==> config.mk <==
export PLATFORM = sky130hd
export DESIGN_NAME = pulse_width_frame_decoder_unit
export DESIGN_NICKNAME = d
export VERILOG_FILES = /design/src/sv/pwfd_pkg.sv /design/src/sv/pwfd_cfg_regs.sv /design/src/sv/pwfd_core.sv /design/src/sv/pulse_width_frame_decoder_unit.sv
export SDC_FILE = /design/constraint.sdc
export NUM_CORES = 1
export LEC_CHECK = 0
export ABC_AREA = 1
export CORE_MARGIN = 2
export CORE_UTILIZATION = 45
export CTS_CLUSTER_SIZE = 40
export DETAILED_ROUTE_END_ITERATION = 12
export DONT_BUFFER_PORTS = 1
export HOLD_SLACK_MARGIN = 0.1
export PLACE_DENSITY = 0.7
export REMOVE_ABC_BUFFERS = 1
export SLEW_MARGIN = 0
export SYNTH_ARGS = -nofsm -noshare
export SYNTH_HDL_FRONTEND = slang
export SYNTH_SLANG_ARGS = --single-unit
export TNS_END_PERCENT = 10
==> constraint.sdc <==
create_clock -name clk -period 5.2 [get_ports clk]
set_input_delay 0.52 -clock clk [delete_from_list [all_inputs] [get_ports clk]]
set_output_delay 0.52 -clock clk [all_outputs]
set_load 0.05 [all_outputs]
==> src/sv/pwfd_pkg.sv <==
// shared types, register indexes and reset values of the pulse-width frame decoder
package pwfd_pkg;

	localparam int unsigned CfgW      = 16;
	localparam int unsigned CfgIdxW   = 3;
	localparam int unsigned TimeW     = 32;
	localparam int unsigned ByteW     = 8;
	localparam int unsigned PosW      = 5;
	localparam int unsigned DataBits  = 8;
	localparam int unsigned ParityPos = 16;

	typedef logic [CfgIdxW-1:0] cfg_idx_t;

	localparam cfg_idx_t REG_START_MIN   = 3'd0;
	localparam cfg_idx_t REG_PULSE_MAX   = 3'd1;
	localparam cfg_idx_t REG_PULSE_MIN   = 3'd2;
	localparam cfg_idx_t REG_SHORT_LIMIT = 3'd3;
	localparam cfg_idx_t REG_LONG_LIMIT  = 3'd4;
	localparam cfg_idx_t REG_SPACE_MIN   = 3'd5;

	localparam logic [CfgW-1:0] RST_START_MIN   = 16'd2500;
	localparam logic [CfgW-1:0] RST_PULSE_MAX   = 16'd330;
	localparam logic [CfgW-1:0] RST_PULSE_MIN   = 16'd149;
	localparam logic [CfgW-1:0] RST_SHORT_LIMIT = 16'd166;
	localparam logic [CfgW-1:0] RST_LONG_LIMIT  = 16'd294;
	localparam logic [CfgW-1:0] RST_SPACE_MIN   = 16'd300;

	typedef enum logic [2:0] {
		ST_NONE   = 3'd0,
		ST_ACCEPT = 3'd1,
		ST_PARITY = 3'd2,
		ST_ERROR  = 3'd3,
		ST_START  = 3'd4
	} status_t;

	typedef struct packed {
		logic [CfgW-1:0] start_min_us;
		logic [CfgW-1:0] pulse_max_us;
		logic [CfgW-1:0] pulse_min_us;
		logic [CfgW-1:0] short_limit_us;
		logic [CfgW-1:0] long_limit_us;
		logic [CfgW-1:0] space_min_us;
	} cfg_t;

	typedef struct packed {
		logic [ByteW-1:0] inputs_now;
		logic [ByteW-1:0] change_mask;
		status_t          status;
		logic             notify;
	} res_t;

endpackage

==> src/sv/pwfd_cfg_regs.sv <==
// configuration register file of the pulse-width frame decoder
module pwfd_cfg_regs import pwfd_pkg::*; (
	input  logic            clk,
	input  logic            arst_n,
	input  logic            cfg_valid,
	output logic            cfg_ready,
	input  cfg_idx_t        cfg_index,
	input  logic [CfgW-1:0] cfg_data,
	output cfg_t            cfg
);

	cfg_t cfg_q;

	assign cfg_ready = 1'b1;
	assign cfg       = cfg_q;

	always_ff @(posedge clk or negedge arst_n) begin
		if (!arst_n) begin
			cfg_q.start_min_us   <= RST_START_MIN;
			cfg_q.pulse_max_us   <= RST_PULSE_MAX;
			cfg_q.pulse_min_us   <= RST_PULSE_MIN;
			cfg_q.short_limit_us <= RST_SHORT_LIMIT;
			cfg_q.long_limit_us  <= RST_LONG_LIMIT;
			cfg_q.space_min_us   <= RST_SPACE_MIN;
		end else if (cfg_valid && cfg_ready) begin
			unique case (cfg_index)
				REG_START_MIN:   cfg_q.start_min_us   <= cfg_data;
				REG_PULSE_MAX:   cfg_q.pulse_max_us   <= cfg_data;
				REG_PULSE_MIN:   cfg_q.pulse_min_us   <= cfg_data;
				REG_SHORT_LIMIT: cfg_q.short_limit_us <= cfg_data;
				REG_LONG_LIMIT:  cfg_q.long_limit_us  <= cfg_data;
				REG_SPACE_MIN:   cfg_q.space_min_us   <= cfg_data;
				default: ;
			endcase
		end
	end

endmodule

==> src/sv/pwfd_core.sv <==
// frame decode state and the per-beat next-state logic for edges and mask reads
module pwfd_core import pwfd_pkg::*; (
	input  logic             clk,
	input  logic             arst_n,
	input  logic             step_en,
	input  logic             mode,
	input  logic             level,
	input  logic [TimeW-1:0] time_us,
	input  cfg_t             cfg,
	output res_t             res
);

	logic [PosW-1:0]  bit_pos_q,   bit_pos_d;
	logic             hunting_q,   hunting_d;
	logic [TimeW-1:0] rise_time_q, rise_time_d;
	logic [TimeW-1:0] fall_time_q, fall_time_d;
	logic [ByteW-1:0] frame_bits_q, frame_bits_d;
	logic             parity_q,    parity_d;
	logic [ByteW-1:0] accepted_q,  accepted_d;
	logic [ByteW-1:0] sticky_q,    sticky_d;

	logic [TimeW-1:0] pulse_len;
	logic [TimeW-1:0] gap_len;
	logic             width_bad;
	logic             is_zero;
	status_t          status;
	logic             notify;

	assign pulse_len = time_us - rise_time_q;
	assign gap_len   = time_us - fall_time_q;

	assign width_bad = (pulse_len > TimeW'(cfg.pulse_max_us))
		|| (pulse_len < TimeW'(cfg.pulse_min_us))
		|| ((pulse_len > TimeW'(cfg.short_limit_us))
			&& (pulse_len < TimeW'(cfg.long_limit_us)));
	assign is_zero = pulse_len > TimeW'(cfg.long_limit_us);

	always_comb begin
		bit_pos_d    = bit_pos_q;
		hunting_d    = hunting_q;
		rise_time_d  = rise_time_q;
		fall_time_d  = fall_time_q;
		frame_bits_d = frame_bits_q;
		parity_d     = parity_q;
		accepted_d   = accepted_q;
		sticky_d     = sticky_q;
		status       = ST_NONE;
		notify       = 1'b0;

		if (mode) begin
			// read and clear
			sticky_d = '0;
		end else if (level) begin
			rise_time_d = time_us;
			if (!hunting_q && (gap_len < TimeW'(cfg.space_min_us))) begin
				hunting_d = 1'b1;
				status    = ST_ERROR;
			end
		end else begin
			fall_time_d = time_us;
			if (hunting_q) begin
				if (pulse_len > TimeW'(cfg.start_min_us)) begin
					hunting_d    = 1'b0;
					bit_pos_d    = '0;
					frame_bits_d = '0;
					parity_d     = 1'b0;
					status       = ST_START;
				end
			end else if (width_bad) begin
				hunting_d = 1'b1;
				status    = ST_ERROR;
			end else if (bit_pos_q >= PosW'(ParityPos)) begin
				hunting_d = 1'b1;
				if (is_zero ^ parity_q) begin
					status = ST_PARITY;
				end else begin
					sticky_d   = sticky_q | (accepted_q ^ frame_bits_q);
					accepted_d = frame_bits_q;
					notify     = |sticky_d;
					status     = ST_ACCEPT;
				end
			end else begin
				if ((bit_pos_q < PosW'(DataBits))
					&& (pulse_len < TimeW'(cfg.short_limit_us))) begin
					frame_bits_d[bit_pos_q[2:0]] = 1'b1;
					parity_d = ~parity_q;
				end
				bit_pos_d = bit_pos_q + PosW'(1);
			end
		end
	end

	assign res.inputs_now  = accepted_d;
	assign res.change_mask = mode ? sticky_q : sticky_d;
	assign res.status      = status;
	assign res.notify      = notify;

	always_ff @(posedge clk or negedge arst_n) begin
		if (!arst_n) begin
			bit_pos_q    <= '0;
			hunting_q    <= 1'b1;
			rise_time_q  <= '0;
			fall_time_q  <= '0;
			frame_bits_q <= '0;
			parity_q     <= 1'b0;
			accepted_q   <= '0;
			sticky_q     <= '0;
		end else if (step_en) begin
			bit_pos_q    <= bit_pos_d;
			hunting_q    <= hunting_d;
			rise_time_q  <= rise_time_d;
			fall_time_q  <= fall_time_d;
			frame_bits_q <= frame_bits_d;
			parity_q     <= parity_d;
			accepted_q   <= accepted_d;
			sticky_q     <= sticky_d;
		end
	end

	a_pos_range: assert property (@(posedge clk) disable iff (!arst_n)
		bit_pos_q <= PosW'(ParityPos))
		else $error("bit position past parity slot");

	a_start_clears: assert property (@(posedge clk) disable iff (!arst_n)
		(step_en && status == ST_START) |=> (bit_pos_q == '0 && !hunting_q
			&& frame_bits_q == '0 && !parity_q))
		else $error("frame start did not clear the bit counters");

	a_read_clears: assert property (@(posedge clk) disable iff (!arst_n)
		(step_en && mode) |=> (sticky_q == '0))
		else $error("mask read did not clear the change mask");

endmodule

==> src/sv/pulse_width_frame_decoder_unit.sv <==
// top level of the pulse-width frame decoder: input stage, decode core, result register
//
// Decodes a pulse-width-coded eight-input line from timestamped edges. Each
// input beat is either a line edge (mode 0, with the level after the edge and
// a free-running microsecond timestamp) or a read-and-clear of the sticky
// change mask (mode 1). Every input beat yields exactly one result beat with
// the current input byte, the change mask (before any clear), a frame status
// and a notify flag. A beat is registered at the input, decoded combinationally
// against the frame state and the limit registers, and lands in the result
// register, so one beat per cycle is sustained while the output is not stalled.
// The result register holds the result beat and frees up in the
// same cycle it is taken, so a stalled output holds back at most the one beat in
// the input stage. The six 16-bit limit registers are written through the config
// channel (index 0 start_min_us through 5 space_min_us); cfg_ready is always
// high and writes to other indexes are dropped. Limits should be changed only
// while no beats are in flight.
module pulse_width_frame_decoder_unit import pwfd_pkg::*; (
	input  logic             clk,
	input  logic             arst_n,

	// input channel
	input  logic             in_valid,
	output logic             in_stall,
	input  logic             mode,
	input  logic             level,
	input  logic [TimeW-1:0] time_us,

	// result channel
	output logic             out_valid,
	input  logic             out_stall,
	output logic [ByteW-1:0] inputs_now,
	output logic [ByteW-1:0] change_mask,
	output logic [2:0]       frame_status,
	output logic             notify,

	// config write channel
	input  logic             cfg_valid,
	output logic             cfg_ready,
	input  cfg_idx_t         cfg_index,
	input  logic [CfgW-1:0]  cfg_data
);

	cfg_t             cfg;
	res_t             res;

	// input stage
	logic             valid_s1;
	logic             mode_s1;
	logic             level_s1;
	logic [TimeW-1:0] time_s1;

	// result register
	logic             out_valid_q;
	res_t             res_q;

	logic             out_free;
	logic             advance;
	logic             in_take;

	// result register can load when empty or being drained this cycle
	assign out_free = !out_valid_q || !out_stall;
	// beat in the input stage moves through the decoder
	assign advance  = valid_s1 && out_free;
	// input stage refills when empty or emptying
	assign in_stall = valid_s1 && !out_free;
	assign in_take  = in_valid && !in_stall;

	pwfd_cfg_regs u_cfg (
		.clk       (clk),
		.arst_n    (arst_n),
		.cfg_valid (cfg_valid),
		.cfg_ready (cfg_ready),
		.cfg_index (cfg_index),
		.cfg_data  (cfg_data),
		.cfg       (cfg)
	);

	pwfd_core u_core (
		.clk     (clk),
		.arst_n  (arst_n),
		.step_en (advance),
		.mode    (mode_s1),
		.level   (level_s1),
		.time_us (time_s1),
		.cfg     (cfg),
		.res     (res)
	);

	always_ff @(posedge clk or negedge arst_n) begin
		if (!arst_n) begin
			valid_s1 <= 1'b0;
		end else if (in_take) begin
			valid_s1 <= 1'b1;
		end else if (advance) begin
			valid_s1 <= 1'b0;
		end
	end

	// payload of the input stage, no reset needed
	always_ff @(posedge clk) begin
		if (in_take) begin
			mode_s1  <= mode;
			level_s1 <= level;
			time_s1  <= time_us;
		end
	end

	always_ff @(posedge clk or negedge arst_n) begin
		if (!arst_n) begin
			out_valid_q <= 1'b0;
		end else if (out_free) begin
			out_valid_q <= advance;
		end
	end

	always_ff @(posedge clk) begin
		if (advance) begin
			res_q <= res;
		end
	end

	assign out_valid    = out_valid_q;
	assign inputs_now   = res_q.inputs_now;
	assign change_mask  = res_q.change_mask;
	assign frame_status = res_q.status;
	assign notify       = res_q.notify;

	a_notify_accept: assert property (@(posedge clk) disable iff (!arst_n)
		(out_valid_q && res_q.notify) |->
			(res_q.status == ST_ACCEPT && res_q.change_mask != '0))
		else $error("notify without an accepted frame and a nonzero mask");

	a_no_beat_lost: assert property (@(posedge clk) disable iff (!arst_n)
		(valid_s1 && !advance) |=> valid_s1)
		else $error("input stage dropped a beat that was not decoded");

endmodule
==> results.json <==
{
  "start_kind": "flip-flop",
  "reg2regPathDepth": 18,
  "maxSlewHeadroom": 0.1697,
  "cts_tree": "yes",
  "die_x_um": 195.9,
  "peakVddDrop_v": 0.0003140,
  "synth_top_area_frac": 0.2521,
  "yosys.area.top_type": "dfrtp_1",
  "drive_gt1_frac": 0.05069,
  "synthesis.area_um2": 16570,
  "grt_max_degree": 194,
  "tns_ns": 0,
  "slowest_stage": "xor2_1",
  "period_share": 0.8817,
  "ys_seq_area_frac": 0.3912,
  "r2r-end": "inputs_now[2]",
  "clk_root_buffer_cell": "clkbuf_16",
  "grt_pass1_vias": 13940,
  "holdCritStartpoint": "in_valid",
  "firstDrtPassIters": 6,
  "worstPathCellList": "inv_1 -> ha_1 -> fa_1 -> inv_1 -> nand3_1 -> nand3_1 -> nand2_1 -> nand3_2 -> xor2_1 -> ha_1 -> nand4_1 -> nor3_1 -> nand3_1 -> o21ai_0 -> nand4_1 -> a21oi_2 -> nand3_1 -> and2_1",
  "ys_top_cells_by_area": "dfrtp_1, nand2_1, ha_1",
  "yosys.cell_count.top_type": "nand2_1",
  "netlist_top_cells_count": "nand2_1, inv_1, o21ai_0, dfrtp_1, ha_1",
  "multi_input_area_um2": 8473,
  "required_ns": 5.53,
  "post-route-drc-count": 0,
  "initial_core_util": 0.4549,
  "arrival_ns": 4.92,
  "finalMaxSlewViolations": 0,
  "fp-row-count": 70,
  "grt_overflow": 0,
  "fin_cells": 2776,
  "critical_path.top_delay_family": "simple AND/OR/NAND/NOR gates",
  "placedCellCount": 2687,
  "p_total_w": 0.009649,
  "status": "complete, no violations",
  "cap_violations": 0,
  "crit_fanout": 9,
  "vias": 14410,
  "nFillCells": 3504,
  "area_growth_pct": 11.79,
  "clock_latency_ns": 0.59,
  "worstMarginPinSlew_ns": 1.242,
  "numCtsBuffers": 28,
  "holdPathStages": 2,
  "dp_hpwl_um": 34530,
  "cts.sinks": 247,
  "reg2reg_slack_ns": 0.62,
  "syn_area_per_cell_um2": 7.396,
  "synth_cells": 2241,
  "synth_seq_cells": 247,
  "setup.worst_path.class": "reg -> reg",
  "ant_nets": 0,
  "crit_buf_inv": 2,
  "ctsLongestPathBuffers": 3,
  "cts_max_level": 1,
  "grt_pass1_wl_um": 72400,
  "core_region_area_um2": 36430,
  "postCtsSetupBuffers": 0,
  "port_buffers": 0,
  "viasPerCell": 5.189,
  "crit_top_cell": "nand3_1",
  "synth_cell_types": 50,
  "drt_iter0_markers": 1000,
  "routabilityCongestion": 1.008,
  "dieArea_um2": 38380,
  "nets": 2504,
  "hold_class": "in -> reg",
  "power.density_nw_per_um2": 520.7,
  "period_needed_ns": 4.585,
  "grt.total_usage": 0.2377,
  "hold_end": "valid_s1",
  "end_kind": "flip-flop",
  "antenna_cells": 0,
  "rsz0062_at_grt": "no",
  "path_depth": 18,
  "antenna_found_initial": 0,
  "detail_route.wl_per_cell_um": 16.27,
  "ys_warn_count": 0,
  "synth_top_flop_cell": "dfrtp_1",
  "synthArstFlopShare": 0.7814,
  "rr_startpoint": "time_s1[0]",
  "drt_wl_total_um": 45160,
  "synth-edff-count": 54,
  "finClkSkew_ns": 0.01714,
  "cts.reportedPaths.clkPinSlew_ns": 0.06,
  "power_leakage_nw": 9.485,
  "timing.fmax_mhz": 218.1,
  "setup_viol_count_final": 0,
  "finalHoldViolations": 0,
  "seqCellArea_um2": 6484,
  "critical-path-max-stage-delay_ns": 0.58,
  "io_pins": 81,
  "die_h_um": 195.9
}
[metrics by stage]
step | instance area [um^2] | hold WS, ns | utilization | setup slack [ns]
after detailed placement | 17140 | 0.2374 | 0.4705 | 0.6966
after CTS | 18530 | 0.1062 | 0.5086 | 0.6626
after floorplan | 16430 | 0.2244 | - | 0.4980
final | 18530 | 0.1348 | 0.5086 | 0.6153
after global routing | 18530 | 0.1222 | 0.5086 | 0.3267
after global placement | 17140 | 0.2394 | 0.4705 | 0.8296
[report_power, final]
group          total, W  internal [W]  leakage, nW  switching (W)
Combinational   0.00488       0.00178         6.09        0.00309
Clock           0.00214       0.00127        0.481       0.000863
Sequential      0.00264       0.00238         2.91       0.000253
Total           0.00965       0.00544         9.48        0.00421
[logic make-up (layout without fill, tap and decap cells)]
kind of cell / count (synthesis) / count (layout) / synth area share
buffers and inverters: 433 / 500 / 0.09836
multiplexers: 1 / 1 / 0.0006794
AO/OA/AOI/OAI: 360 / 360 / 0.1145
XOR/XNOR: 44 / 44 / 0.02325
flip-flops: 247 / 247 / 0.3912
other: 1 / 1 / 0.0002262
AND/OR/NAND/NOR: 995 / 995 / 0.2501
adder cells (fa/ha/maj): 160 / 160 / 0.1217
[what timing repair did]
action                    CTS  global route
hold endpoints to repair  228             0
resized for setup           0             0
hold buffers               37             0
[cell type report]
cell class	count	share of cell area
clock inverter	14	0.01134
clock buffer	38	0.04261
sequential	247	0.3499
inverter	396	0.08022
multi-input combinational	1561	0.4573
timing repair buffer	52	0.02701
tap	468	0.03160
[layer usage]
layer  wire length [um]  vias up  share of wire  global-route usage
met2              21580      341           0.48              0.4099
met4               1325        0          0.029             0.07043
met1              20420     6749           0.45              0.3149
li1                   -     7232              -                   -
met5                  0        -              0                   0
met3               1838       83          0.041             0.02785
[flip-flops by register name, indices dropped and copies added, names as in the netlist, 3 cells and up]
signal,count
u_core.rise_time_q,32
u_core.bit_pos_q,5
frame_status,3
u_core.fall_time_q,32
change_mask,8
u_core.accepted_q,8
u_cfg.cfg,96
time_s1,32
inputs_now,8
u_core.sticky_q,8
u_core.frame_bits_q,8
[placed cells by master (no fill, tap or decap), drive strengths merged, types with 2 or more instances in the layout]
cell,instances
ha,158
inv,396
and2,15
clkbuf,38
nand3b,4
nor3b,2
o21a,8
o21bai,4
nor2,139
nor4,4
nand3,95
edfxtp,54
bufinv,4
fa,2
a21oi,115
nor3,14
clkinvlp,2
xor2,38
buf,16
a21o,6
o21ai,210
xnor2,6
clkinv,8
dfrtp,167
or2,2
a21boi,4
dlygate4sd3,36
nand2,687
nand4,32
o211ai,4
a31oi,4
dfstp,26
[worst max-delay path by stage]
stage / from / to / slack, ns
2_1_floorplan: out_valid / u_core.rise_time_q[31] / 0.50
3_3_place_gp: time_s1[0] / inputs_now[5] / 0.83
3_5_place_dp: time_s1[1] / inputs_now[5] / 0.70
4_1_cts: time_s1[0] / inputs_now[0] / 0.66
5_1_grt: time_s1[8] / inputs_now[5] / 0.33
6_report: time_s1[0] / inputs_now[2] / 0.62
(Power assumes the default switching activity.)
